--- src/sv/xefs_pkg.sv ---
// shared types and constants for the x86 enter frame sequencer
// used by x86_enter_frame_sequencer; no other dependencies
package xefs_pkg;

  localparam int ADDR_WIDTH  = 64;
  localparam int MAX_NESTING = 32;
  localparam int NEST_W      = $clog2(MAX_NESTING + 1);

  localparam logic [63:0] ADDR_MASK  = {64{1'b1}} >> (64 - ADDR_WIDTH);
  localparam logic [63:0] SEG_MASK   = 64'h0000_0000_FFFF_FFFF;
  localparam logic [3:0]  ADDR_BYTES = 4'((ADDR_WIDTH + 7) / 8);
  localparam logic [3:0]  SEG_BYTES  = 4'd4;

  localparam int IN_DATA_W  = 160;
  localparam int OUT_DATA_W = 264;
  localparam int CFG_IDX_W  = 8;
  localparam int CFG_DATA_W = 32;

  localparam logic [CFG_IDX_W-1:0] REG_ADDRESS_MODE = 8'd0;
  localparam logic [CFG_IDX_W-1:0] REG_SEG_BASE     = 8'd1;

  localparam logic [1:0] MODE_16 = 2'd0;
  localparam logic [1:0] MODE_32 = 2'd1;

  typedef enum logic [1:0] {
    KIND_PROBE = 2'd0,
    KIND_STORE = 2'd1,
    KIND_COPY  = 2'd2,
    KIND_FINAL = 2'd3
  } op_kind_t;

  typedef enum logic [3:0] {
    ST_IDLE,
    ST_FRAME,
    ST_BOTTOM,
    ST_PROBE,
    ST_PUSH_FP,
    ST_SRC_INIT,
    ST_SRC_DEC,
    ST_COPY,
    ST_PUSH_FRAME,
    ST_FINAL
  } state_t;

  typedef struct packed {
    logic [63:0] new_stack_pointer;
    logic [3:0]  width_bytes;
    logic [63:0] data;
    logic [63:0] source_address;
    logic [63:0] dest_address;
    op_kind_t    op_kind;
  } out_item_t;

endpackage

--- src/sv/x86_enter_frame_sequencer.sv ---
// x86 enter frame sequencer: expands one enter instruction into its memory items
// depends on xefs_pkg; single module, one shared 64-bit add/subtract unit
//
// usage
//   s_* channel takes one instruction item; m_* channel gives its result items in
//   order: probe, store of the old frame pointer, nesting-1 display copies, store
//   of the new frame pointer when nesting is nonzero, then a final item with tlast
//   carrying the new frame and stack pointers
//   cfg_* channel writes address_mode (index 0) and stack_segment_base (index 1);
//   cfg_ready is always high, other indexes are ignored
//   the first result, the probe, is registered after the ST_FRAME and ST_BOTTOM
//   setup steps; each instruction runs accept, ST_FRAME, ST_BOTTOM, a step per
//   probe, store and final item, ST_SRC_DEC then ST_COPY per display copy after an
//   ST_SRC_INIT step, and no new instruction is taken until it ends; all address
//   math goes through the one shared adder
//   s_tready is high only between instructions
//   m_* has an output register; while the receiver stalls the sequencer holds in
//   any step that gives an item and resumes when the slot frees
//   reset (rst, synchronous) returns to idle, drops any pending result, and sets
//   address_mode to 64-bit and the segment base to zero
module x86_enter_frame_sequencer
  import xefs_pkg::*;
(
  input  logic                  clk,
  input  logic                  rst,
  input  logic                  s_tvalid,
  output logic                  s_tready,
  // mode[1:0], stack_pointer[65:2], frame_pointer[129:66], local_bytes[145:130],
  // nesting_raw[153:146], zero fill
  input  logic [IN_DATA_W-1:0]  s_tdata,
  output logic                  m_tvalid,
  input  logic                  m_tready,
  // op_kind[1:0], dest_address[65:2], source_address[129:66], data[193:130],
  // width_bytes[197:194], new_stack_pointer[261:198], zero fill
  output logic [OUT_DATA_W-1:0] m_tdata,
  output logic                  m_tlast,
  input  logic                  cfg_valid,
  output logic                  cfg_ready,
  input  logic [CFG_IDX_W-1:0]  cfg_index,
  input  logic [CFG_DATA_W-1:0] cfg_data
);

  logic        address_mode;
  logic [31:0] stack_segment_base;

  state_t      state;
  state_t      state_next;

  logic [1:0]        mode;
  logic [3:0]        op;
  logic [63:0]       am;
  logic [63:0]       base;
  logic              seg;
  logic [63:0]       sp;
  logic [63:0]       fp;
  logic [15:0]       alloc;
  logic [NEST_W-1:0] nest;
  logic [NEST_W-1:0] cnt;
  logic [63:0]       frame;
  logic [63:0]       bottom;
  logic [63:0]       ecur;
  logic [63:0]       esrc;

  logic        out_valid;
  out_item_t   out_item;
  logic        out_last;

  logic        in_fire;
  logic        slot_free;
  logic        emit;
  logic [63:0] unit_a;
  logic [63:0] unit_b;
  logic        unit_sub;
  logic [63:0] unit_y;
  logic [63:0] om;
  logic [9:0]  op_nest;
  out_item_t   item_next;
  logic        last_next;

  logic [1:0]  in_mode;
  logic [7:0]  in_nest;

  assign in_mode   = s_tdata[1:0];
  assign in_nest   = s_tdata[153:146];
  assign s_tready  = (state == ST_IDLE);
  assign in_fire   = s_tvalid && s_tready;
  assign slot_free = !out_valid || m_tready;
  assign cfg_ready = 1'b1;

  assign unit_y = (unit_a + (unit_sub ? ~unit_b : unit_b) + {63'b0, unit_sub}) & am;

  // display area size: operand size times nesting
  assign op_nest = op * nest;

  always_comb begin
    case (mode)
      MODE_16: om = 64'h0000_0000_0000_FFFF;
      MODE_32: om = 64'h0000_0000_FFFF_FFFF;
      default: om = {64{1'b1}};
    endcase
  end

  // unit operands and result item per step
  always_comb begin
    unit_a    = 64'b0;
    unit_b    = 64'b0;
    unit_sub  = 1'b0;
    item_next = '0;
    last_next = 1'b0;
    emit      = 1'b0;
    item_next.width_bytes = op;
    case (state)
      ST_FRAME: begin
        unit_a   = sp;
        unit_b   = {60'b0, op};
        unit_sub = 1'b1;
      end
      ST_BOTTOM: begin
        unit_a   = frame;
        unit_b   = {54'b0, op_nest} + {48'b0, alloc};
        unit_sub = 1'b1;
      end
      ST_PROBE: begin
        unit_a = bottom;
        unit_b = base;
        item_next.op_kind      = KIND_PROBE;
        item_next.dest_address = unit_y;
        emit = slot_free;
      end
      ST_PUSH_FP: begin
        unit_a = frame;
        unit_b = base;
        item_next.op_kind      = KIND_STORE;
        item_next.dest_address = unit_y;
        item_next.data         = fp & om;
        emit = slot_free;
      end
      ST_SRC_INIT: begin
        unit_a = fp;
        unit_b = base;
      end
      ST_SRC_DEC: begin
        unit_a   = esrc;
        unit_b   = {60'b0, op};
        unit_sub = 1'b1;
      end
      ST_COPY: begin
        unit_a   = ecur;
        unit_b   = {60'b0, op};
        unit_sub = 1'b1;
        item_next.op_kind        = KIND_COPY;
        item_next.dest_address   = unit_y;
        item_next.source_address = esrc;
        emit = slot_free;
      end
      ST_PUSH_FRAME: begin
        unit_a   = ecur;
        unit_b   = {60'b0, op};
        unit_sub = 1'b1;
        item_next.op_kind      = KIND_STORE;
        item_next.dest_address = unit_y;
        item_next.data         = frame;
        item_next.width_bytes  = seg ? SEG_BYTES : ADDR_BYTES;
        emit = slot_free;
      end
      ST_FINAL: begin
        item_next.op_kind           = KIND_FINAL;
        item_next.data              = frame;
        item_next.new_stack_pointer = bottom;
        last_next = 1'b1;
        emit = slot_free;
      end
      default: begin
      end
    endcase
  end

  always_comb begin
    state_next = state;
    case (state)
      ST_IDLE:     if (in_fire) state_next = ST_FRAME;
      ST_FRAME:    state_next = ST_BOTTOM;
      ST_BOTTOM:   state_next = ST_PROBE;
      ST_PROBE:    if (slot_free) state_next = ST_PUSH_FP;
      ST_PUSH_FP: begin
        if (slot_free) begin
          if (nest == '0) state_next = ST_FINAL;
          else if (nest == NEST_W'(1)) state_next = ST_PUSH_FRAME;
          else state_next = ST_SRC_INIT;
        end
      end
      ST_SRC_INIT: state_next = ST_SRC_DEC;
      ST_SRC_DEC:  state_next = ST_COPY;
      ST_COPY: begin
        if (slot_free) state_next = (cnt == NEST_W'(1)) ? ST_PUSH_FRAME : ST_SRC_DEC;
      end
      ST_PUSH_FRAME: if (slot_free) state_next = ST_FINAL;
      ST_FINAL:      if (slot_free) state_next = ST_IDLE;
      default:       state_next = ST_IDLE;
    endcase
  end

  always_ff @(posedge clk) begin
    if (rst) begin
      state              <= ST_IDLE;
      out_valid          <= 1'b0;
      address_mode       <= 1'b1;
      stack_segment_base <= 32'b0;
    end else begin
      state <= state_next;
      if (emit) begin
        out_valid <= 1'b1;
      end else if (m_tready) begin
        out_valid <= 1'b0;
      end
      if (cfg_valid && cfg_ready) begin
        if (cfg_index == REG_ADDRESS_MODE) begin
          address_mode <= cfg_data[0];
        end else if (cfg_index == REG_SEG_BASE) begin
          stack_segment_base <= cfg_data;
        end
      end
    end
  end

  // datapath registers
  always_ff @(posedge clk) begin
    if (in_fire) begin
      seg   <= !address_mode;
      am    <= address_mode ? ADDR_MASK : SEG_MASK;
      base  <= address_mode ? 64'b0 : {32'b0, stack_segment_base};
      mode  <= in_mode;
      case (in_mode)
        MODE_16: op <= 4'd2;
        MODE_32: op <= 4'd4;
        default: op <= 4'd8;
      endcase
      sp    <= s_tdata[65:2] & (address_mode ? ADDR_MASK : SEG_MASK);
      fp    <= s_tdata[129:66] & (address_mode ? ADDR_MASK : SEG_MASK);
      alloc <= s_tdata[145:130];
      nest  <= NEST_W'(in_nest % MAX_NESTING);
    end
    case (state)
      ST_FRAME:    frame  <= unit_y;
      ST_BOTTOM:   bottom <= unit_y;
      ST_PUSH_FP: begin
        ecur <= unit_y;
        cnt  <= nest - NEST_W'(1);
      end
      ST_SRC_INIT: esrc <= unit_y;
      ST_SRC_DEC:  esrc <= unit_y;
      ST_COPY: begin
        if (slot_free) begin
          ecur <= unit_y;
          cnt  <= cnt - NEST_W'(1);
        end
      end
      default: begin
      end
    endcase
    if (emit) begin
      out_item <= item_next;
      out_last <= last_next;
    end
  end

  assign m_tvalid = out_valid;
  assign m_tdata  = {2'b0, out_item};
  assign m_tlast  = out_last;

  a_last_is_final: assert property (@(posedge clk) disable iff (rst)
    m_tvalid |-> (m_tlast == (out_item.op_kind == KIND_FINAL)))
    else $error("tlast does not match final item");

  a_start_on_accept: assert property (@(posedge clk) disable iff (rst)
    in_fire |=> (state == ST_FRAME))
    else $error("sequencer did not start after input accept");

  a_copy_count: assert property (@(posedge clk) disable iff (rst)
    (state == ST_COPY) |-> (cnt != '0))
    else $error("display copy with zero count");

endmodule
--- config.mk ---
export PLATFORM = sky130hd
export DESIGN_NAME = x86_enter_frame_sequencer
export DESIGN_NICKNAME = d
export VERILOG_FILES = /design/src/sv/xefs_pkg.sv /design/src/sv/x86_enter_frame_sequencer.sv
export SDC_FILE = /design/constraint.sdc
export NUM_CORES = 1
export LEC_CHECK = 0
export BUFFER_PORTS_ARGS = -buffer_cell sky130_fd_sc_hd__buf_2
export CAP_MARGIN = 20
export CORE_ASPECT_RATIO = 1.2
export CORE_MARGIN = 4
export CORE_UTILIZATION = 49
export CTS_CLUSTER_DIAMETER = 200
export DETAILED_ROUTE_END_ITERATION = 6
export GPL_ROUTABILITY_DRIVEN = 0
export HOLD_SLACK_MARGIN = 0.05
export PLACE_DENSITY = 0.7
export SLEW_MARGIN = 20
export SYNTH_ARGS = -nofsm -noshare
export SYNTH_HDL_FRONTEND = slang
export SYNTH_SLANG_ARGS = --single-unit
--- constraint.sdc ---
create_clock -name clk -period 15.15 [get_ports clk]
set_input_delay 0.7575 -clock clk [delete_from_list [all_inputs] [get_ports clk]]
set_output_delay 0.7575 -clock clk [all_outputs]
set_load 0.005 [all_outputs]
; Yosys cells after proc, flatten, opt, wreduce, memory -nomap -nowiden
; Index checks and enable logic that the tools add are counted.
[totals]
register_bits = 847
input_bits = 205
out_inout_bits = 268
wordCells = 112
[classes]
multipliers = 1
n_bitwise = 6
addsub = 5
n_reduce_logical = 25
muxes = 29
eq_ne = 20
[op_table]
columns = cell, n
row1 = 64-bit one-hot mux with 2 select lines, 3
row2 = 64-bit one-hot mux with 6 select lines, 1
row3 = 64-bit bitwise AND, 4
row4 = 64-bit 2-to-1 mux, 3
row5 = 64-bit one-hot mux with 3 select lines, 1
row6 = 64-bit by 1-bit adder with 64-bit output, 1
row7 = 64-bit adder, 1
row8 = 64-bit NOT, 1
row9 = 4-bit 2-to-1 mux, 11
row10 = 4-bit one-hot mux with 10 select lines, 1
row11 = 9-bit by 16-bit adder with 17-bit output, 1
row12 = "4-bit by 3-bit == test with 1-bit output, second input constant", 4
row13 = 6-bit one-hot mux with 2 select lines, 1
row14 = "2-bit != test, second input constant", 5
row15 = 2-bit OR reduction, 5
row16 = 5-bit OR reduction, 2
row17 = 4-bit by 5-bit multiplier with 9-bit output, 1
row18 = "4-bit by 2-bit == test with 1-bit output, second input constant", 2
row19 = "4-bit == test, second input constant", 2
row20 = "8-bit by 1-bit == test with 1-bit output, second input constant", 1
row21 = 8-bit logical NOT, 1
row22 = 4-bit one-hot mux with 2 select lines, 1
row23 = 4-bit OR reduction, 2
row24 = "6-bit by 1-bit == test with 1-bit output, second input constant", 1
row25 = other kinds (21), 30

; Logic depth before layout (Yosys ltp)
; Gate-level depths: netlist of the first run.
[depth]
depth_word = 10
mapped_depth = 27
mapped_depth_nobuf = 24

; Least setup slack after synthesis of the first run
; No wires, ideal clock.
[synth_path]
path_type = reg2reg
startpoint = register state[1]
endpoint = register out_item (netlist bit m_tdata[0]), enable pin
t_required_ps = 14260
stages_incl_launch_ff = 7
period_less_slack_ps = 13173
slack_ps = 1977
arrival_time_ps = 12283
path_buffers = 3
setup_time_ps = 890
path_cell_list = dfxtp_1 > buf_2 > buf_2 > nor3b_1 > clkbuf_1 > a21oi_1 > nor2_1
[synth_via]
elab_chain_len = 3
elab_cells_between_ends = 7
classes_between = 5 x eq/ne / 1 x mux / 1 x reduce/logical
[synth_lines]
columns = element, line_no
row1 = "start, declared", x86_enter_frame_sequencer.sv:46  ; state_t state;
row2 = "start signal, assigned", x86_enter_frame_sequencer.sv:210  ; state <= state_next;
row3 = 4-bit by 3-bit == test with 1-bit output (tied with other cells), x86_enter_frame_sequencer.sv:112  ; case (state)
row4 = 5-bit OR reduction (no line) *, -
row5 = 1-bit 2-to-1 mux *, x86_enter_frame_sequencer.sv:112
row6 = net emit, x86_enter_frame_sequencer.sv:70  ; logic emit;
row7 = "end signal, assigned", x86_enter_frame_sequencer.sv:262  ; out_item <= item_next;
row8 = "end, declared", x86_enter_frame_sequencer.sv:65  ; out_item_t out_item;
; The timed path passes the listed nets; every way through them passes the cells marked *.
; A chain may end at the register's enable or synchronous reset.

; Worst setup path after layout of the first run
[layout_path]
startpoint = register state[0]
endpoint = register ecur[62] (data pin)
[layout_via]
elab_chain_len = 10
elab_cells_between_ends = 23
classes_between = 2 x add/sub / 8 x eq/ne / 6 x mux / 2 x bitwise / 5 x reduce/logical
[layout_lines]
columns = element, line_no
row1 = 4-bit by 3-bit == test with 1-bit output (tied with other cells), x86_enter_frame_sequencer.sv:112
row2 = 4-bit OR reduction (no line) / 3-bit OR reduction (equally long branches), -
row3 = 64-bit one-hot mux with 3 select lines, x86_enter_frame_sequencer.sv:112
row4 = 64-bit NOT, x86_enter_frame_sequencer.sv:90  ; assign unit_y = (unit_a + (unit_sub ? ~unit_b : unit_b) + {63'b0, unit_sub}) & am;
row5 = 64-bit 2-to-1 mux, x86_enter_frame_sequencer.sv:90
row6 = 64-bit adder, x86_enter_frame_sequencer.sv:90
row7 = 64-bit by 1-bit adder with 64-bit output *, x86_enter_frame_sequencer.sv:90
row8 = 64-bit bitwise AND *, x86_enter_frame_sequencer.sv:90
row9 = net unit_y[62], x86_enter_frame_sequencer.sv:74  ; logic [63:0] unit_y;
row10 = 64-bit 2-to-1 mux, x86_enter_frame_sequencer.sv:253  ; if (slot_free) begin
row11 = 64-bit one-hot mux with 2 select lines *, x86_enter_frame_sequencer.sv:243  ; case (state)
row12 = "end signal, assigned", x86_enter_frame_sequencer.sv:247  ; ecur <= unit_y;
row13 = "end signal, assigned", x86_enter_frame_sequencer.sv:254  ; ecur <= unit_y;
row14 = "end, declared", x86_enter_frame_sequencer.sv:61  ; logic [63:0] ecur;
; The timed path passes the listed nets; every way through them passes the cells marked *. The select of a mux whose other input is x is not followed.

==> results.ini, run 1 <==
[synth]
yosysUniqueCellTypes = 81
syn-cell-area_um2 = 34100
synth_top_area_share = 0.627
synth_ff_type = edfxtp_1
ys_async_sr_fraction = 0
synthCells = 2594
synth_top_cell_by_area = edfxtp_1
synth-seq-area-share = 0.650
ys_warn_count = 0
synthTopCellsByArea = edfxtp_1 (63%), a221o_1 (3.7%), and2_1 (3.6%)
synth-edff-count = 712
synth_area_per_cell_um2 = 13.1
ys_seq_elements = 750

[routing]
num_vias = 24300
firstDrtPassIters = 6
drtAntennaViolNets = 0
wire_per_inst_um = 25.3
drtIter0Drc = 2205
route.detailed.drc = 0
viasPerCell = 6.13
drt_wl_total_um = 100000

[worst_hold_path]
worstHoldEndpoint = fp[13]
min_from = s_tdata[79]
holdPathStages = 1
hold_path.class = input pin to register

[sta]
fin_crit_sh = 0.519
timing_worst_slew_pin_value_ns = 1.12
fin_crit_ns = 7.87
max_freq_ghz = 0.127
setup-tns-final_ns = 0
fin_worst_skew_ns = 0.0198
setup_viol = 0
relSlewSlack = 0.254
hold_viol = 0
rsz0062_at_grt = false
layout_setup_ws_ns = 7.28
hold_slack_ns = 0.319
drv_slew = 0

[placed_design]
post-dp-hpwl_um = 67900
port_buffers = 459
pre_cts_ws_ns = 7.49
dpl_cell_area_um2 = 37200

[worst_setup_path]
r2r-end = ecur[62]
cp.arrival_ns = 8.26
r2r_start = state[0]
r2r_slack_ns = 7.28
critPathTopFamily = compound AO/OA/AOI/OAI gates
r2r_cells = 15
path_buf_inv = 2
crit_required_ns = 15.54
cp_cell_sequence = buf_4, nor2_1, nand2_1, nand2_2, buf_4, a221o_1, fa_1, a21oi_1, o2111ai_1, nand4_1, nand2_1, a2111oi_1, nor2_1, a221oi_1, mux2i_1
worstSetupStartpointType = register
crit_fanout = 50
critPathMaxStageDelay_ns = 1.04
criticalPathCategory = register to register
setup.worst_path.end_class = register
cpMaxStageDelayCell = dfxtp_2

[run_status]
status = finished clean

[power_and_ir_drop]
p_total_mw = 6.17
p_leak_nw = 15.1
p_per_area_nw_per_um2 = 155
ir_drop_v = 0.0000852

[clock_network]
clk_pin_slew_ns = 0.07
root_buffer = clkbuf_16
cts_tree = done
cts.sinks = 750
h-tree-depth = 3
ctsHoldBuffers = 0
insertion_delay_ns = 0.62
cts_inserted_buffers = 76
cts_setup_buffers = 0
cts_buffer_depth = 3
cts_resized = 0

[floorplanning]
die_w_um = 249
die-area_um2 = 73800
fp.coreArea_um2 = 68700
ioPinCount = 473
initial_utilization = 0.496
fp.dieH_um = 297
rows = 105

[global_routing]
grt_usage = 0.260
grt_max_degree = 99
antenna_found_initial = 3
first_global_vias = 24300
grt_pass1_wl_um = 150000
overflow = 0

[finish]
area_delta_synth_final_pct = 16.7
finalInstanceArea_um2 = 39800
multiInputGateArea_um2 = 11200
layout-drive-gt1-share = 0.211
fillers = 5446
fin_nets = 3297
seqCellArea_um2 = 22100

[job]
drv_cap = 0

-- Yosys cell counts (17+ instances only) --
cell type  number
inv_1          57
a21o_1         29
edfxtp_1      712
a22o_1        128
a21oi_1       136
nand3_1        31
o211ai_1       17
nor2b_1        44
xnor2_1        28
clkbuf_1      131
ha_1           85
a221o_1       126
and3_1         73
nor2_1         80
dfxtp_1        38
nand2_1       205
xor2_1         28
nor3_1         65
o21a_1         28
nand4_1        39
and2_1        196
o21bai_1       17
buf_2          19
o21ai_0        71
-- registers in the layout (all words and copies together) (netlist names), 2 cells and up --
| name | count |
|---|---|
| nest | 5 |
| state | 4 |
| sp | 64 |
| fp | 64 |
| mode | 2 |
| ecur | 64 |
| m_tdata | 261 |
| cnt | 6 |
| op | 3 |
| base | 32 |
| alloc | 16 |
| stack_segment_base | 32 |
| frame | 64 |
| esrc | 64 |
| bottom | 64 |
-- power by group --
part	internal, mW	switching, mW	total, mW
clock network	1.13	0.790	1.92
logic	0.477	1.01	1.48
registers	2.67	0.104	2.77
-- metrics by stage --
step / util / instances
after detailed placement: 0.542 / 3829
final: 0.579 / 3966
after floorplan: - / 2596
after global placement: 0.542 / 3828
after CTS: 0.579 / 3964
after global routing: 0.579 / 3964
-- logic make-up (layout without fill, tap and decap cells) --
| logic type | count (synthesis) | in the layout | synth area share |
|---|---|---|---|
| adders and majority gates | 94 | 94 | 0.0365 |
| muxes | 12 | 12 | 0.00371 |
| buffers and inverters | 227 | 686 | 0.0262 |
| AOI/OAI and AO/OA | 644 | 644 | 0.143 |
| other | 2 | 6 | 0.000220 |
| xor gates and xnor gates | 56 | 56 | 0.0144 |
| DFF | 750 | 750 | 0.650 |
| and+or+nand+nor | 809 | 809 | 0.127 |
-- placed cells by master (no fill, tap or decap), types with 64 or more instances in the layout --
master	instances
o21ai_0	69
a22o_1	128
a21oi_1	136
clkbuf_16	79
and3_1	73
nor2_1	77
nor3_1	64
buf_2	459
a221o_1	126
edfxtp_1	712
ha_1	85
nand2_1	203
and2_1	194
-- worst register-to-register path: cells and delay by family, from the launching register on --
family / cells / cell delay, ns
flip-flops: 1 / 1.04
AO/OA/AOI/OAI: 5 / 2.54
multiplexers: 1 / 0.41
buffers and inverters: 2 / 1.28
adder cells (fa/ha/maj): 1 / 0.47
AND/OR/NAND/NOR: 6 / 1.91
-- layer usage --
metal | vias up | share of wire | wire (um) | track usage
li1 | 10800 | - | - | -
met1 | 12100 | 0.39 | 38800 | 0.333
met2 | 1264 | 0.51 | 51200 | 0.461
met3 | 193 | 0.074 | 7460 | 0.0361
met4 | 0 | 0.030 | 2990 | 0.0848
met5 | - | 0 | 0 | 0
-- worst max-delay path by stage --
stage	startpoint	to	cells past startpoint	slack [ns]
floorplan	state[1]	m_tdata[0]	6	1.98
global placement	state[0]	bottom[62]	15	7.57
detailed placement	state[0]	bottom[62]	17	7.49
CTS	state[0]	ecur[62]	17	7.42
global route	state[0]	ecur[62]	17	6.94
finish	state[0]	ecur[62]	15	7.28
-- area by class of cell --
class,instances,share of cell area
diodes,2,0.000126
clock buffers,93,0.0520
clock inverters,42,0.0119
inverters,58,0.00550
multi-input cells,1619,0.281
flip-flops and latches,750,0.557
well taps,909,0.0286
repair buffers,493,0.0645
(Power assumes the default switching activity.)
==> run 2, diff against run 1 <==
Clock period 15.15 ns to 7.7 ns, I/O delays scaled along.
==> run 2 against run 1 <==
Compared with the run above:
- final cell count grew 4.2%
- sequential share of layout area shrank 2.3 points
- combinational power grew 100%
- register-to-register slack lost 6.9 ns
- count of clock-buffer cells in the layout shrank 1
- routed wire length grew 2.6%
- sequential cell count is the same
- non-clock buffer count grew 166
- first-iteration DRC count grew 13%
- sequential power grew 97%
- design area grew 4.3%
- global-route usage grew 0.94 points
- critical endpoint is now frame[49]
- largest cell class unchanged
==> results.ini, run 2 (synthesized netlist as in run 1, its figures left out) <==
[sta]
fin_crit_ns = 7.29  ; -0.576 ns
layout_setup_ws_ns = 0.409  ; -6.87 ns
max_freq_ghz = 0.137  ; +7.9%
fin_crit_sh = 0.947  ; +0.428
drv_slew = 0  ; unchanged
setup_viol = 0  ; unchanged
fin_worst_skew_ns = 0.0292  ; +0.00945 ns
relSlewSlack = 0.230  ; -0.0238
hold_viol = 0  ; unchanged
timing_worst_slew_pin_value_ns = 1.16  ; +0.0358 ns
rsz0062_at_grt = true

[placed_design]
dpl_cell_area_um2 = 37300  ; +0.28%
pre_cts_ws_ns = 0.560  ; -6.93 ns
post-dp-hpwl_um = 68700  ; +1.1%
port_buffers = 459  ; unchanged
dp_cells = 3832  ; +0.078%

[power_and_ir_drop]
comb_power_share = 0.247  ; +0.007
switching_share = 0.311  ; +0.00296
ir_drop_v = 0.000197  ; +130%
p_per_area_nw_per_um2 = 294  ; +90%
p_sw_mw = 3.79  ; +100%
intPower_mw = 8.41  ; +97%
clockPowerShare = 0.306  ; -0.005
power_frac_seq = 0.447  ; -0.002
p_leak_nw = 15.8  ; +4.8%

[clock_network]
cts_tree = done
cts_buffer_depth = 3  ; unchanged
clk_pin_slew_ns = 0.06  ; about the same
cts.sinks = 750  ; unchanged
cts_inserted_buffers = 75  ; -1.3%
root_buffer = clkbuf_16
insertion_delay_ns = 0.64  ; +0.02 ns
h-tree-depth = 3  ; unchanged

[global_routing]
grt_max_degree = 155  ; +57%
first_global_vias = 25500  ; +5.1%
antenna_found_initial = 1  ; -2
grt_pass1_wl_um = 155000  ; +3.4%
overflow = 0  ; unchanged
grt_usage = 0.270  ; +0.00942

[floorplanning]
fp.dieH_um = 297  ; unchanged
die-area_um2 = 73800  ; unchanged
ioPinCount = 473  ; unchanged
die_w_um = 249  ; unchanged
fp.coreArea_um2 = 68700  ; unchanged
initial_utilization = 0.496  ; unchanged
rows = 105  ; unchanged

[worst_setup_path]
cp.arrival_ns = 7.64  ; -0.62 ns
criticalPathCategory = register to register
path_buf_inv = 0  ; -2
r2r_slack_ns = 0.41  ; -6.87 ns
worst-path-stages = 21  ; +6
r2r_cells = 21  ; +6
startpoint = op[1]
setup.worst_path.end_class = register
crit_fanout = 9  ; -82%
critPathMaxStageDelay_ns = 0.64  ; -0.40 ns
cp_cell_sequence = and2_1, fa_1, ha_1, fa_1, ha_1, a21o_1, a21oi_1, o21bai_1, a21oi_1, o21ai_0, nand2_1, or4_1, a32o_1, ha_1, nand2_1, or4_1, nor3_1, o21ai_1, a2111oi_0, nor3_1, nor3_1
r2r_start = op[1]
cp-endpoint = frame[49]
r2r-end = frame[49]
worstSetupStartpointType = register
crit_required_ns = 8.05  ; -7.49 ns
cpMaxStageDelayCell = or4_1
critPathTopFamily = simple AND/OR/NAND/NOR gates

[finish]
fillers = 5236  ; -3.9%
finalInstanceArea_um2 = 41500  ; +4.3%
layout-drive-gt1-share = 0.200  ; -0.0111
fin_nets = 3462  ; +5.0%
diodes = 0  ; -2
largest_reg_flops = 261  ; unchanged
final_common_cell = edfxtp_1
area_delta_synth_final_pct = 21.7
layout_common_cells = edfxtp_1 (712), buf_2 (459), nand2_1 (204)
fin_cells = 4133  ; +4.2%

[routing]
route.detailed.drc = 0  ; unchanged
firstDrtPassIters = 6  ; unchanged
drtAntennaViolNets = 0  ; unchanged
drt_wl_total_um = 103000  ; +2.6%
drtIter0Drc = 2500  ; +13%
wire_per_inst_um = 24.9  ; -1.5%
viasPerCell = 5.99  ; -2.3%
num_vias = 24800  ; +1.8%

[worst_hold_path]
hold_path.class = input pin to register

[job]
drv_cap = 0  ; unchanged

[run_status]
status = finished clean

-- run 2: cell types whose count changed in the layout (fill, tap and decap cells not counted), sizes merged, moves of 2 or more --
| cell | before | now |
|---|---|---|
| clkinvlp | 7 | 2 |
| clkinv | 24 | 28 |
| inv | 60 | 65 |
| buf | 493 | 496 |
| diode | 2 | 0 |
| dlygate4sd3 | 0 | 163 |
-- run 2: what timing repair did --
item / 4_1_cts / 5_1_grt
buffers inserted: 0 / 0
setup endpoints to repair: 0 / 8
resized for setup: 0 / 1
hold endpoints to repair: 167 / 0
hold buffers: 163 / 0
-- run 2: final cells by class --
| type | count | area (um2) | area share |
|---|---|---|---|
| clock inverter | 46 | 538 | 0.0130 |
| clock buffer | 92 | 1970 | 0.0475 |
| sequential | 750 | 22100 | 0.534 |
| inverter | 58 | 219 | 0.00528 |
| timing repair buffer | 659 | 4300 | 0.104 |
| multi-input combinational | 1619 | 11200 | 0.269 |
| tap | 909 | 1140 | 0.0274 |
-- run 2: worst register-to-register path: stages, from the launching register on --
cell	delay [ns]
edfxtp_1	0.50
and2_1	0.24
fa_1	0.48
ha_1	0.33
fa_1	0.48
ha_1	0.34
a21o_1	0.12
a21oi_1	0.08
o21bai_1	0.13
a21oi_1	0.12
o21ai_0	0.29
nand2_1	0.21
or4_1	0.43
a32o_1	0.28
ha_1	0.39
nand2_1	0.16
or4_1	0.64
nor3_1	0.28
o21ai_1	0.29
a2111oi_0	0.65
nor3_1	0.13
nor3_1	0.45
-- run 2: power by group through the flow --
stage	registers, mW	clock network [mW]	logic, mW
6_report	5.46	3.73	3.02
5_1_grt	5.49	3.95	3.28
2_1_floorplan	5.48	0	1.91
4_1_cts	5.45	3.79	2.98
3_3_place_gp	5.52	0	2.82
3_5_place_dp	5.53	0	2.89
-- run 2: per-stage QoR --
stage / power (mW) / utilization / TNS [ns] / hold slack, ns
5_1_grt: 12.7 / 0.604 / -0.542 / 0.0562
6_report: 12.2 / 0.604 / 0 / 0.0719
3_5_place_dp: 8.43 / 0.543 / 0 / 0.443
2_1_floorplan: 7.39 / - / 0 / 0.432
4_1_cts: 12.2 / 0.604 / 0 / 0.0501
3_3_place_gp: 8.34 / 0.543 / 0 / 0.440
-- run 2: how the worst min path moves through the flow --
stage                            from  slack [ns]                     end  cells after the start
2_1_floorplan   stack_segment_base[0]        0.43   stack_segment_base[0]                      2
3_3_place_gp   stack_segment_base[25]        0.44  stack_segment_base[25]                      2
3_5_place_dp   stack_segment_base[26]        0.44  stack_segment_base[26]                      2
4_1_cts                   s_tdata[49]        0.05                  sp[47]                      2
5_1_grt                  s_tdata[126]        0.06                  fp[60]                      2
6_report                 s_tdata[126]        0.07                  fp[60]                      2
-- run 2: routing by layer --
| layer | GRT usage | vias up | part of all wire |
|---|---|---|---|
| met5 | 0 | - | 0 |
| met4 | 0.0974 | 0 | 0.034 |
| met3 | 0.0416 | 197 | 0.074 |
| met2 | 0.478 | 1291 | 0.51 |
| met1 | 0.337 | 12100 | 0.38 |
| li1 | - | 11100 | - |
